==> src/sv/odp_pkg.sv <==
`timescale 1ns / 1ps
// ----------------------------------------------------------------------------
// odp_pkg
// Shared types, constants and helpers of the ordered-dither 1-bit packer.
// ----------------------------------------------------------------------------
package odp_pkg;

  localparam int unsigned MAX_TABLE_DIM_DEF  = 16;
  localparam int unsigned MAX_LINE_WIDTH_DEF = 4096;
  localparam int unsigned MAX_LINES_DEF      = 4096;

  localparam int unsigned CFG_DW      = 13;
  localparam int unsigned CFG_IW      = 2;
  localparam int unsigned PIX_W       = 8;
  localparam int unsigned IDX_W       = 8;
  localparam int unsigned BYTE_BITS   = 8;
  localparam int unsigned BYTE_LAST   = 7;
  localparam int unsigned BCNT_W      = $clog2(BYTE_BITS);
  localparam int unsigned TABLE_RST   = 4;
  localparam int unsigned QUEUE_DEPTH = 4;

  typedef enum logic [CFG_IW-1:0] {
    REG_IMAGE_WIDTH  = 2'd0,
    REG_IMAGE_HEIGHT = 2'd1,
    REG_TABLE_WIDTH  = 2'd2,
    REG_TABLE_HEIGHT = 2'd3
  } odp_reg_t;

  typedef enum logic {
    FUNC_LOAD  = 1'b0,
    FUNC_PIXEL = 1'b1
  } odp_func_t;

  // control bits that travel with each request from front to back
  typedef struct packed {
    logic              is_load;
    logic [BCNT_W-1:0] bit_pos;
    logic              emit;
    logic              row_end;
    logic              frame_end;
  } odp_ctl_t;

  function automatic int unsigned cnt_w(int unsigned n);
    return (n > 1) ? $clog2(n) : 1;
  endfunction

  // zero acts as one, anything above the bound acts as the bound
  function automatic logic [31:0] clamp_reg(logic [CFG_DW-1:0] v, logic [31:0] hi);
    logic [31:0] r;
    if (v == '0) begin
      r = 32'd1;
    end else if (32'(v) > hi) begin
      r = hi;
    end else begin
      r = 32'(v);
    end
    return r;
  endfunction

endpackage

==> src/sv/odp_front.sv <==
`timescale 1ns / 1ps
// ----------------------------------------------------------------------------
// odp_front
// Accepts requests, holds configuration and raster position, and turns each
// request into a store write or a threshold lookup with its packing flags.
// ----------------------------------------------------------------------------
module odp_front #(
  parameter int unsigned MAX_TABLE_DIM  = odp_pkg::MAX_TABLE_DIM_DEF,
  parameter int unsigned MAX_LINE_WIDTH = odp_pkg::MAX_LINE_WIDTH_DEF,
  parameter int unsigned MAX_LINES      = odp_pkg::MAX_LINES_DEF,
  parameter int unsigned AW             = odp_pkg::cnt_w(MAX_TABLE_DIM * MAX_TABLE_DIM)
) (
  input  logic                        clk,
  input  logic                        rst_n,
  input  logic                        cfg_wr_en,
  input  logic [odp_pkg::CFG_IW-1:0]  cfg_index,
  input  logic [odp_pkg::CFG_DW-1:0]  cfg_data,
  input  logic                        in_valid,
  output logic                        in_ready,
  input  logic                        in_func,
  input  logic [odp_pkg::PIX_W-1:0]   in_pixel,
  input  logic [odp_pkg::IDX_W-1:0]   in_entry_index,
  input  logic [odp_pkg::PIX_W-1:0]   in_entry_value,
  output logic                        push_valid,
  input  logic                        push_ready,
  output odp_pkg::odp_ctl_t           push_ctl,
  output logic [AW-1:0]               push_addr,
  output logic [odp_pkg::PIX_W-1:0]   push_data
);
  import odp_pkg::*;

  localparam int unsigned LW  = cnt_w(MAX_LINE_WIDTH);
  localparam int unsigned LCW = LW + 1;
  localparam int unsigned RW  = cnt_w(MAX_LINES);
  localparam int unsigned RCW = RW + 1;
  localparam int unsigned TW  = cnt_w(MAX_TABLE_DIM);
  localparam int unsigned TCW = TW + 1;
  localparam int unsigned TBL_REG_W = 5;
  localparam int unsigned STORE_DEPTH = MAX_TABLE_DIM * MAX_TABLE_DIM;
  localparam int unsigned TBL_RST = (TABLE_RST > MAX_TABLE_DIM) ? MAX_TABLE_DIM : TABLE_RST;

  logic [LCW-1:0]    img_w_r, img_w_nxt;
  logic [RCW-1:0]    img_h_r, img_h_nxt;
  logic [TCW-1:0]    tbl_w_r, tbl_w_nxt;
  logic [TCW-1:0]    tbl_h_r, tbl_h_nxt;
  logic [LW-1:0]     col_r, col_nxt;
  logic [RW-1:0]     row_r, row_nxt;
  logic [TW-1:0]     tcol_r, tcol_nxt;
  logic [TW-1:0]     trow_r, trow_nxt;
  logic [BCNT_W-1:0] bcnt_r, bcnt_nxt;

  logic              is_pixel;
  logic              load_ok;
  logic              pix_step;
  logic [LCW-1:0]    col_inc;
  logic [RCW-1:0]    row_inc;
  logic [TCW-1:0]    tcol_inc;
  logic [TCW-1:0]    trow_inc;
  logic [TW-1:0]     tcol_wrap;
  logic [TW-1:0]     trow_wrap;
  logic              at_row_end;
  logic              at_frame_end;
  logic              emit;
  logic [TW+TCW-1:0] row_base;
  logic [TW+TCW:0]   addr_full;
  logic [CFG_DW-1:0] cfg_tbl;

  assign is_pixel = (odp_func_t'(in_func) == FUNC_PIXEL);
  assign load_ok  = 32'(in_entry_index) < 32'(STORE_DEPTH);

  // matrix size registers keep only their low five bits
  assign cfg_tbl  = CFG_DW'(cfg_data[TBL_REG_W-1:0]);

  assign col_inc      = LCW'(col_r) + LCW'(1);
  assign row_inc      = RCW'(row_r) + RCW'(1);
  assign at_row_end   = (col_inc >= img_w_r);
  assign at_frame_end = at_row_end && (row_inc >= img_h_r);
  assign emit         = at_row_end || (bcnt_r == BCNT_W'(BYTE_LAST));

  assign tcol_inc  = TCW'(tcol_r) + TCW'(1);
  assign trow_inc  = TCW'(trow_r) + TCW'(1);
  assign tcol_wrap = (tcol_inc >= tbl_w_r) ? '0 : tcol_inc[TW-1:0];
  assign trow_wrap = (trow_inc >= tbl_h_r) ? '0 : trow_inc[TW-1:0];

  // small multiply: matrix row times matrix width
  assign row_base  = trow_r * tbl_w_r;
  assign addr_full = (TW+TCW+1)'(row_base) + (TW+TCW+1)'(tcol_r);

  assign in_ready   = push_ready;
  assign push_valid = in_valid && (is_pixel || load_ok);
  assign push_addr  = is_pixel ? AW'(addr_full) : AW'(in_entry_index);
  assign push_data  = is_pixel ? in_pixel : in_entry_value;
  assign pix_step   = in_valid && push_ready && is_pixel;

  always_comb begin
    push_ctl           = '0;
    push_ctl.is_load   = !is_pixel;
    push_ctl.bit_pos   = bcnt_r;
    push_ctl.emit      = emit;
    push_ctl.row_end   = at_row_end;
    push_ctl.frame_end = at_frame_end;
  end

  always_comb begin
    img_w_nxt = img_w_r;
    img_h_nxt = img_h_r;
    tbl_w_nxt = tbl_w_r;
    tbl_h_nxt = tbl_h_r;
    if (cfg_wr_en) begin
      unique case (odp_reg_t'(cfg_index))
        REG_IMAGE_WIDTH:  img_w_nxt = LCW'(clamp_reg(cfg_data, 32'(MAX_LINE_WIDTH)));
        REG_IMAGE_HEIGHT: img_h_nxt = RCW'(clamp_reg(cfg_data, 32'(MAX_LINES)));
        REG_TABLE_WIDTH:  tbl_w_nxt = TCW'(clamp_reg(cfg_tbl, 32'(MAX_TABLE_DIM)));
        REG_TABLE_HEIGHT: tbl_h_nxt = TCW'(clamp_reg(cfg_tbl, 32'(MAX_TABLE_DIM)));
      endcase
    end
  end

  always_comb begin
    col_nxt  = col_r;
    row_nxt  = row_r;
    tcol_nxt = tcol_r;
    trow_nxt = trow_r;
    bcnt_nxt = bcnt_r;
    if (pix_step) begin
      if (emit) begin
        bcnt_nxt = '0;
        if (at_row_end) begin
          col_nxt  = '0;
          tcol_nxt = '0;
          if (at_frame_end) begin
            row_nxt  = '0;
            trow_nxt = '0;
          end else begin
            row_nxt  = row_inc[RW-1:0];
            trow_nxt = trow_wrap;
          end
        end else begin
          col_nxt  = col_inc[LW-1:0];
          tcol_nxt = tcol_wrap;
        end
      end else begin
        bcnt_nxt = bcnt_r + BCNT_W'(1);
        col_nxt  = col_inc[LW-1:0];
        tcol_nxt = tcol_wrap;
      end
    end
  end

  always_ff @(posedge clk) begin
    if (!rst_n) begin
      img_w_r <= LCW'(1);
      img_h_r <= RCW'(1);
      tbl_w_r <= TCW'(TBL_RST);
      tbl_h_r <= TCW'(TBL_RST);
      col_r   <= '0;
      row_r   <= '0;
      tcol_r  <= '0;
      trow_r  <= '0;
      bcnt_r  <= '0;
    end else begin
      img_w_r <= img_w_nxt;
      img_h_r <= img_h_nxt;
      tbl_w_r <= tbl_w_nxt;
      tbl_h_r <= tbl_h_nxt;
      col_r   <= col_nxt;
      row_r   <= row_nxt;
      tcol_r  <= tcol_nxt;
      trow_r  <= trow_nxt;
      bcnt_r  <= bcnt_nxt;
    end
  end

endmodule

==> src/sv/odp_queue.sv <==
`timescale 1ns / 1ps
// ----------------------------------------------------------------------------
// odp_queue
// Short register FIFO between the front and the back.
// ----------------------------------------------------------------------------
module odp_queue #(
  parameter int unsigned WIDTH = 8,
  parameter int unsigned DEPTH = odp_pkg::QUEUE_DEPTH
) (
  input  logic             clk,
  input  logic             rst_n,
  input  logic             push_valid,
  output logic             push_ready,
  input  logic [WIDTH-1:0] push_data,
  output logic             pop_valid,
  input  logic             pop_ready,
  output logic [WIDTH-1:0] pop_data
);
  import odp_pkg::*;

  localparam int unsigned PW = cnt_w(DEPTH);
  localparam int unsigned CW = $clog2(DEPTH + 1);

  logic [WIDTH-1:0] slot_r [DEPTH];
  logic [PW-1:0]    wr_ptr_r, wr_ptr_nxt;
  logic [PW-1:0]    rd_ptr_r, rd_ptr_nxt;
  logic [CW-1:0]    count_r, count_nxt;
  logic             push;
  logic             pop;

  assign push_ready = (count_r != CW'(DEPTH));
  assign pop_valid  = (count_r != '0);
  assign pop_data   = slot_r[rd_ptr_r];
  assign push       = push_valid && push_ready;
  assign pop        = pop_valid && pop_ready;

  always_comb begin
    wr_ptr_nxt = wr_ptr_r;
    rd_ptr_nxt = rd_ptr_r;
    count_nxt  = count_r;
    if (push) begin
      wr_ptr_nxt = (wr_ptr_r == PW'(DEPTH - 1)) ? '0 : wr_ptr_r + PW'(1);
    end
    if (pop) begin
      rd_ptr_nxt = (rd_ptr_r == PW'(DEPTH - 1)) ? '0 : rd_ptr_r + PW'(1);
    end
    if (push && !pop) begin
      count_nxt = count_r + CW'(1);
    end else if (pop && !push) begin
      count_nxt = count_r - CW'(1);
    end
  end

  always_ff @(posedge clk) begin
    if (push) begin
      slot_r[wr_ptr_r] <= push_data;
    end
  end

  always_ff @(posedge clk) begin
    if (!rst_n) begin
      wr_ptr_r <= '0;
      rd_ptr_r <= '0;
      count_r  <= '0;
    end else begin
      wr_ptr_r <= wr_ptr_nxt;
      rd_ptr_r <= rd_ptr_nxt;
      count_r  <= count_nxt;
    end
  end

endmodule

==> src/sv/odp_back.sv <==
`timescale 1ns / 1ps
// ----------------------------------------------------------------------------
// odp_back
// Threshold store, compare and bit packing, with the output register.
// ----------------------------------------------------------------------------
module odp_back #(
  parameter int unsigned MAX_TABLE_DIM = odp_pkg::MAX_TABLE_DIM_DEF,
  parameter int unsigned AW            = odp_pkg::cnt_w(MAX_TABLE_DIM * MAX_TABLE_DIM)
) (
  input  logic                        clk,
  input  logic                        rst_n,
  input  logic                        pop_valid,
  output logic                        pop_ready,
  input  odp_pkg::odp_ctl_t           pop_ctl,
  input  logic [AW-1:0]               pop_addr,
  input  logic [odp_pkg::PIX_W-1:0]   pop_data,
  output logic                        out_valid,
  input  logic                        out_ready,
  output logic [odp_pkg::BYTE_BITS-1:0] out_packed_byte,
  output logic                        out_row_end,
  output logic                        out_frame_end
);
  import odp_pkg::*;

  localparam int unsigned STORE_DEPTH = MAX_TABLE_DIM * MAX_TABLE_DIM;

  logic [PIX_W-1:0]     store_mem [STORE_DEPTH];
  logic [PIX_W-1:0]     rd_data_r;
  logic                 s1_valid_r, s1_valid_nxt;
  odp_ctl_t             s1_ctl_r;
  logic [PIX_W-1:0]     s1_pix_r;
  logic [BYTE_BITS-1:0] acc_r, acc_nxt;
  logic                 out_valid_r, out_valid_nxt;
  logic [BYTE_BITS-1:0] out_byte_r;
  logic                 out_row_end_r;
  logic                 out_frame_end_r;

  logic                 stall;
  logic                 pop;
  logic                 wr_en;
  logic                 rd_en;
  logic                 consume;
  logic                 hit;
  logic [BYTE_BITS-1:0] acc_new;

  // only an emitting pixel against a full, blocked output register waits
  assign stall     = s1_valid_r && s1_ctl_r.emit && out_valid_r && !out_ready;
  assign pop_ready = !stall;
  assign pop       = pop_valid && !stall;
  assign wr_en     = pop && pop_ctl.is_load;
  assign rd_en     = pop && !pop_ctl.is_load;
  assign consume   = s1_valid_r && !stall;

  assign hit     = (s1_pix_r > rd_data_r);
  assign acc_new = acc_r | (hit ? (BYTE_BITS'(8'h80) >> s1_ctl_r.bit_pos) : '0);

  always_ff @(posedge clk) begin
    if (wr_en) begin
      store_mem[pop_addr] <= pop_data;
    end
    if (rd_en) begin
      rd_data_r <= store_mem[pop_addr];
    end
  end

  always_ff @(posedge clk) begin
    if (rd_en) begin
      s1_ctl_r <= pop_ctl;
      s1_pix_r <= pop_data;
    end
    if (consume && s1_ctl_r.emit) begin
      out_byte_r      <= acc_new;
      out_row_end_r   <= s1_ctl_r.row_end;
      out_frame_end_r <= s1_ctl_r.frame_end;
    end
  end

  always_comb begin
    s1_valid_nxt  = stall ? s1_valid_r : rd_en;
    acc_nxt       = acc_r;
    out_valid_nxt = out_valid_r;
    if (out_ready) begin
      out_valid_nxt = 1'b0;
    end
    if (consume) begin
      acc_nxt = s1_ctl_r.emit ? '0 : acc_new;
      if (s1_ctl_r.emit) begin
        out_valid_nxt = 1'b1;
      end
    end
  end

  always_ff @(posedge clk) begin
    if (!rst_n) begin
      s1_valid_r  <= 1'b0;
      acc_r       <= '0;
      out_valid_r <= 1'b0;
    end else begin
      s1_valid_r  <= s1_valid_nxt;
      acc_r       <= acc_nxt;
      out_valid_r <= out_valid_nxt;
    end
  end

  assign out_valid       = out_valid_r;
  assign out_packed_byte = out_byte_r;
  assign out_row_end     = out_row_end_r;
  assign out_frame_end   = out_frame_end_r;

endmodule

==> src/sv/ordered_dither_pack_1bit.sv <==
`timescale 1ns / 1ps
// ----------------------------------------------------------------------------
// ordered_dither_pack_1bit
// Ordered-dither halftoning of 8-bit grey pixels into MSB-first packed bytes.
// ----------------------------------------------------------------------------
// Takes one request per clock, load or pixel, while the queue has room; the
// figure is set by the single-port threshold store, which serves one write or
// one read a cycle. An accepted pixel passes the queue, then a registered store
// read from the queue head, then compare and pack into the output register.
// The front keeps the raster and matrix positions and a four-entry queue lets
// it run ahead of a stalled output. The threshold store has no reset and needs
// no clearing: entries must be loaded before pixels use them.
module ordered_dither_pack_1bit #(
  parameter int unsigned MAX_TABLE_DIM  = odp_pkg::MAX_TABLE_DIM_DEF,
  parameter int unsigned MAX_LINE_WIDTH = odp_pkg::MAX_LINE_WIDTH_DEF,
  parameter int unsigned MAX_LINES      = odp_pkg::MAX_LINES_DEF
) (
  input  logic                          clk,
  input  logic                          rst_n,
  input  logic                          cfg_wr_en,
  input  logic [odp_pkg::CFG_IW-1:0]    cfg_index,
  input  logic [odp_pkg::CFG_DW-1:0]    cfg_data,
  input  logic                          in_valid,
  output logic                          in_ready,
  input  logic                          in_func,
  input  logic [odp_pkg::PIX_W-1:0]     in_pixel,
  input  logic [odp_pkg::IDX_W-1:0]     in_entry_index,
  input  logic [odp_pkg::PIX_W-1:0]     in_entry_value,
  output logic                          out_valid,
  input  logic                          out_ready,
  output logic [odp_pkg::BYTE_BITS-1:0] out_packed_byte,
  output logic                          out_row_end,
  output logic                          out_frame_end
);
  import odp_pkg::*;

  localparam int unsigned AW = cnt_w(MAX_TABLE_DIM * MAX_TABLE_DIM);
  localparam int unsigned QW = $bits(odp_ctl_t) + AW + PIX_W;

  logic             push_valid;
  logic             push_ready;
  odp_ctl_t         push_ctl;
  logic [AW-1:0]    push_addr;
  logic [PIX_W-1:0] push_data;
  logic             pop_valid;
  logic             pop_ready;
  logic [QW-1:0]    pop_word;
  odp_ctl_t         pop_ctl;
  logic [AW-1:0]    pop_addr;
  logic [PIX_W-1:0] pop_data;

  odp_front #(
    .MAX_TABLE_DIM  (MAX_TABLE_DIM),
    .MAX_LINE_WIDTH (MAX_LINE_WIDTH),
    .MAX_LINES      (MAX_LINES),
    .AW             (AW)
  ) u_front (
    .clk            (clk),
    .rst_n          (rst_n),
    .cfg_wr_en      (cfg_wr_en),
    .cfg_index      (cfg_index),
    .cfg_data       (cfg_data),
    .in_valid       (in_valid),
    .in_ready       (in_ready),
    .in_func        (in_func),
    .in_pixel       (in_pixel),
    .in_entry_index (in_entry_index),
    .in_entry_value (in_entry_value),
    .push_valid     (push_valid),
    .push_ready     (push_ready),
    .push_ctl       (push_ctl),
    .push_addr      (push_addr),
    .push_data      (push_data)
  );

  odp_queue #(
    .WIDTH (QW),
    .DEPTH (QUEUE_DEPTH)
  ) u_queue (
    .clk        (clk),
    .rst_n      (rst_n),
    .push_valid (push_valid),
    .push_ready (push_ready),
    .push_data  ({push_ctl, push_addr, push_data}),
    .pop_valid  (pop_valid),
    .pop_ready  (pop_ready),
    .pop_data   (pop_word)
  );

  assign {pop_ctl, pop_addr, pop_data} = pop_word;

  odp_back #(
    .MAX_TABLE_DIM (MAX_TABLE_DIM),
    .AW            (AW)
  ) u_back (
    .clk             (clk),
    .rst_n           (rst_n),
    .pop_valid       (pop_valid),
    .pop_ready       (pop_ready),
    .pop_ctl         (pop_ctl),
    .pop_addr        (pop_addr),
    .pop_data        (pop_data),
    .out_valid       (out_valid),
    .out_ready       (out_ready),
    .out_packed_byte (out_packed_byte),
    .out_row_end     (out_row_end),
    .out_frame_end   (out_frame_end)
  );

endmodule

==> config.mk <==
export PLATFORM = sky130hd
export DESIGN_NAME = ordered_dither_pack_1bit
export DESIGN_NICKNAME = d
export VERILOG_FILES = /design/src/sv/odp_pkg.sv /design/src/sv/odp_front.sv /design/src/sv/odp_queue.sv /design/src/sv/odp_back.sv /design/src/sv/ordered_dither_pack_1bit.sv
export SDC_FILE = /design/constraint.sdc
export NUM_CORES = 2
export LEC_CHECK = 0
export ABC_AREA = 1
export BUFFER_PORTS_ARGS = -buffer_cell sky130_fd_sc_hd__clkbuf_2
export CAP_MARGIN = 20
export CELL_PAD_IN_SITES_DETAIL_PLACEMENT = 1
export CELL_PAD_IN_SITES_GLOBAL_PLACEMENT = 1
export CORE_MARGIN = 2
export CORE_UTILIZATION = 55
export CTS_CLUSTER_DIAMETER = 60
export DETAILED_ROUTE_END_ITERATION = 12
export PLACE_DENSITY_LB_ADDON = 0.1
export SYNTH_ARGS = -nofsm -noshare
export SYNTH_HDL_FRONTEND = slang
export SYNTH_HIERARCHICAL = 1
export SYNTH_SLANG_ARGS = --single-unit
==> constraint.sdc <==
create_clock -name clk -period 10.7 [get_ports clk]
set_input_delay 1.07 -clock clk [delete_from_list [all_inputs] [get_ports clk]]
set_output_delay 1.07 -clock clk [all_outputs]
set_load 0.01 [all_outputs]
# Word level (Yosys, flattened, before mapping)
# Memories as Yosys holds them, arrays and structs flattened. A register that Yosys moved wholly into a read port is not among the register bits.
# Index checks and enable logic that the tools add are counted.
op_classes:
  addsub: 10
  muxes: 30
  n_lt_le_gt_ge: 7
  shifts: 1
  n_mul: 1
  reduce_logical: 30
  n_eq_ne: 7
  bitwise: 1
ops:
  columns: ["op", "count"]
  rows:
  - ["2-to-1 mux 12 bit", 3]
  - ["2-to-1 mux 8 bit", 4]
  - ["adder 12 x 1 -> 13 bit, second input constant", 2]
  - [">= comparator 13 bit", 2]
  - ["logical NOT 13 bit", 2]
  - ["2-to-1 mux 13 bit", 2]
  - ["2-to-1 mux 4 bit", 5]
  - ["> comparator 13 bit, second input constant", 1]
  - ["logical AND 1 bit", 13]
  - ["adder 4 x 1 -> 5 bit, second input constant", 2]
  - [">= comparator 5 bit", 2]
  - ["2-to-1 mux 5 bit", 2]
  - ["2-to-1 mux 3 bit", 3]
  - ["adder 8 x 4 -> 8 bit", 1]
  - ["== test 2 bit, second input constant", 4]
  - ["> comparator 8 bit", 1]
  - ["multiplier 4 x 5 -> 8 bit", 1]
  - ["2-to-1 mux 2 bit", 4]
  - ["bitwise OR 8 bit", 1]
  - ["AND reduction 2 bit", 4]
  - [">> shifter 8 x 3 -> 8 bit, first input constant", 1]
  - ["2-to-1 mux 1 bit", 7]
  - ["adder 3 x 1 -> 3 bit, second input constant", 2]
  - ["logical NOT 1 bit", 6]
  - ["other kinds (11)", 12]
word_totals:
  inputBits: 45
  ram_bits: 2140
  ff_bits: 112
  mem_count: 2
memory_table:
  columns: ["name", "words", "width", "rd", "rd_clocked_by_memory_dff", "wr", "line", "text"]
  rows:
  - ["u_back.store_mem", 256, 8, 1, 1, 1, "odp_back.sv:27", "logic [PIX_W-1:0] store_mem [STORE_DEPTH];"]
  - ["u_queue.slot_r", 4, 23, 1, 1, 1, "odp_queue.sv:24", "logic [WIDTH-1:0] slot_r [DEPTH];"]

# Logic depth before layout (Yosys ltp)
depth:
  word_depth: 8
  ltp_mapped: 20
  mapped_depth_nobuf: 17

# By module
# The synthesis kept the hierarchy.
modules_own_cells:
  columns: ["mod", "seq_area_each_um2", "cells_per_inst", "n_inst", "area_each_um2"]
  rows:
  - ["odp_back", 62660.1, 8115, 1, 86162.6]
  - ["odp_front", 1421.4, 766, 1, 5283.8]
  - ["odp_queue", 2942.8, 292, 1, 4235.3]

# Least setup slack after synthesis
# Ideal clock, no wire load.
synth_timing:
  path_type: "flip-flop to flip-flop"
  startpoint: "reg with a tool-made name"
  endpoint: "reg u_back.s1_pix_r[5] (data pin)"
  arrival_ns: 4.411
  n_path_buf: 2
  t_required_ns: 9.761
  stages_incl_launch_ff: 6
  setup_time_ns: 0.939
  setup_slack_ns: 5.350
  path_cell_list: "dfxtp_1 buf_6 inv_12 buf_12 nor2_2 o22ai_2"
synth_rtl:
  columns: ["element", "line", "text"]
  rows:
  - ["end signal: assignment", "odp_back.sv:69", "s1_pix_r <= pop_data;"]
  - ["end: declaration", "odp_back.sv:31", "logic [PIX_W-1:0] s1_pix_r;"]

==> flow_summary.yaml <==
run_status:
  status: "completed"
timing:
  rsz0062_at_grt: "false"
  fmax_mhz: 164
  finalCritPeriodShare_pct: 57.1
  worst_pin_slew_ps: 1180
  holdWs_ps: 430
  skew_ps: 26.7
  maxSlewHeadroom_pct: 21.2
  hold_viol: 0
  min_period_ps: 6110
  finalSetupTns_ps: 0
  slew_violations: 0
  finalSetupViolations: 0
clocking:
  ctsLongestPathBuffers: 3
  clkTransAtPathRegs_ps: 60
  cts_hold_buf: 0
  cts_tree: "built"
  h-tree-depth: 4
  post-cts-setup-buffer-count: 0
  cts_resized: 0
  clock_latency_ps: 880
  cts_sinks: 2262
  root_buffer: "clkbuf_16"
  cts_made_buffers: 230
logic_synthesis:
  synth_top_area_share_pct: 68.2
  yosys.area.top_type: "edfxtp_1"
  synth_area_um2: 95700
  synth-edff-count: 2172
  synth_cell_types: 47
  async_flop_share_pct: 0
  ys_warn_count: 6
  synthFlopType: "edfxtp_1"
  synthTopCellsByCount: "nand2_1, edfxtp_1, nor2_1"
  ys_ff_latch: 2262
  synth_cells: 9173
  yosysMostFrequentCell: "nand2_1"
  synth_nets: 9300
  avgSynthCellArea_um2: 10.4
  seq_area_frac_synth_pct: 70.0
  synthTopCellsByArea: "edfxtp_1, nand2_1, dfxtp_1"
setup_path:
  end_kind: "register"
  crit_fanout: 87
  criticalPathCategory: "reg -> reg"
  cp.required_ps: 11440
  worstPathArrival_ps: 6840
  critPathLaunchType: "register"
drt:
  drtPass1Iterations: 7
  vias_per_cell: 5.78
  via_count: 67226
  drt_wl_total_mm: 286
  post_drt_wl_per_cell_um: 24.6
  drc: 0
  drt-initial-drc-count: 6628
  final_antenna_net_count: 0
pwr:
  power_leakage_nw: 41.8
  power.density_nw_per_um2: 311
  ir_drop_uv: 300
global_routing:
  grt_pass1_vias: 70964
  track_usage_pct: 32.1
  grt_pass1_wl_mm: 432
  antenna_found_initial: 8
  grt_overflow_total: 0
  grt_max_degree: 183
placed_design:
  hpwl_mm: 164
  portBuffers: 56
  gp_congestion: 0.830
  dp.cells: 11191
floorplan:
  die_x_um: 421
  io_pins: 57
  dieHeight_um: 421
  fp-row-count: 153
  dieArea_um2: 177000
  core_um2: 173000
  initial_utilization_pct: 55.2
finish:
  drive_above_1_share_pct: 6.48
  final_cells: 11628
  final_util_pct: 60.5
  areaGrowthSynthToFinish_pct: 9.74
  nets: 9227
job:
  cap_viol_max_count: 0
min_path:
  hold_path_class: "reg -> reg"
logic make-up (layout without fill, tap and decap cells):
| family | Yosys count | in the layout | share of synthesized area [%] |
|---|---|---|---|
| flip-flops | 2262 | 2262 | 70.0 |
| buffers and inverters | 647 | 775 | 3.04 |
| XOR/XNOR | 22 | 22 | 0.201 |
| adder cells (fa/ha/maj) | 82 | 82 | 1.14 |
| AND/OR/NAND/NOR | 5749 | 5749 | 23.2 |
| AO/OA/AOI/OAI | 411 | 411 | 2.41 |
| other | 0 | 2 | 0 |
through the flow:
step / worst slack (ps) / total power [W] / instance area (um2)
6_report: 4590 / 0.0326 / 105000
5_1_grt: 4450 / 0.0341 / 105000
3_3_place_gp: 4990 / 0.0242 / 97700
3_5_place_dp: 4910 / 0.0247 / 97700
2_1_floorplan: 5350 / 0.0198 / 95700
4_1_cts: 4780 / 0.0325 / 105000
cell type report:
| cell class | count | area [um2] |
|---|---|---|
| Antenna cell | 2 | 5.00 |
| Sequential cell | 2262 | 67000 |
| Clock inverter | 129 | 941 |
| Multi-Input combinational cell | 6264 | 25900 |
| Clock buffer | 304 | 6300 |
| Fill cell | 18499 | 68400 |
| Inverter | 187 | 737 |
| Timing Repair Buffer | 155 | 1160 |
| Tap cell | 2325 | 2910 |
state kept, by name (all words and copies together) (netlist names), 4 cells and up, named ones only:
signal,cells
u_back/store_mem,2048
u_queue/slot_r,92
u_front/tbl_w_r,5
u_front/tcol_r,4
u_back/s1_ctl_r,6
u_front/row_r,12
u_back/acc_r,8
u_front/trow_r,4
u_back/rd_data_r,8
u_front/tbl_h_r,5
u_front/img_h_r,13
u_back/out_packed_byte,8
u_front/img_w_r,13
u_front/col_r,12
u_back/s1_pix_r,8
placed cells by master, fill, tap and decap left out, types with 10 or more instances in the layout:
master,n
nand4_1,27
nand2_2,28
bufinv_16,10
clkbuf_2,56
nand2_1,4982
ha_1,73
clkinv_2,40
clkbuf_1,55
nor2_1,426
clkbuf_8,12
clkinv_1,56
a21oi_1,118
edfxtp_1,2172
clkbuf_16,237
nand3_1,230
nor2_4,12
a21oi_2,11
o21ai_0,167
buf_12,10
o21ai_2,17
inv_1,177
o21ai_1,68
nor2_2,23
xor2_1,17
buf_4,86
dfxtp_1,90
o22ai_4,10
worst paths after layout:
| kind | from | endpoint | slack, ps | depth (start not counted) |
|---|---|---|---|---|
| worst min-delay path | u_back/s1_ctl_r[0] | u_back/out_frame_end | 430 | 0 |
| worst max-delay path | register | u_back/rd_data_r[5] | 4590 | 17 |
| worst min register to register | u_back/s1_ctl_r[0] | u_back/out_frame_end | 430 | 0 |
| worst max register to register | register | u_back/rd_data_r[5] | 4590 | 17 |
critical path: stages (launching register included):
cell	delay [ps]
dfxtp_1	890
o21ai_0	410
o22ai_4	240
buf_4	440
inv_8	280
nor2_4	170
buf_4	730
buf_4	910
nand2_1	120
nand2_1	90
o21ai_0	150
nand2_1	200
o21ai_0	230
nand2_1	340
nor2_1	80
nor2_1	250
nor2_1	80
nand2_1	70
layer usage:
layer  GRT usage, %  up-vias  share of wire, %
met5              0        -            0.0045
met4           12.6        2               3.8
met3           4.32      557               7.0
li1               -    30084                 -
met1           43.2    33966                41
met2           53.2     2617                48
report_power, final:
group | switching (W) | internal, W | leakage (nW) | total [W]
registers | 0.0000889 | 0.0116 | 20.3 | 0.0117
clock network | 0.00341 | 0.00437 | 3.54 | 0.00778
logic | 0.0106 | 0.00260 | 18.0 | 0.0132
total | 0.0141 | 0.0186 | 41.8 | 0.0326
No activity file was read; power rests on OpenSTA's default activity.
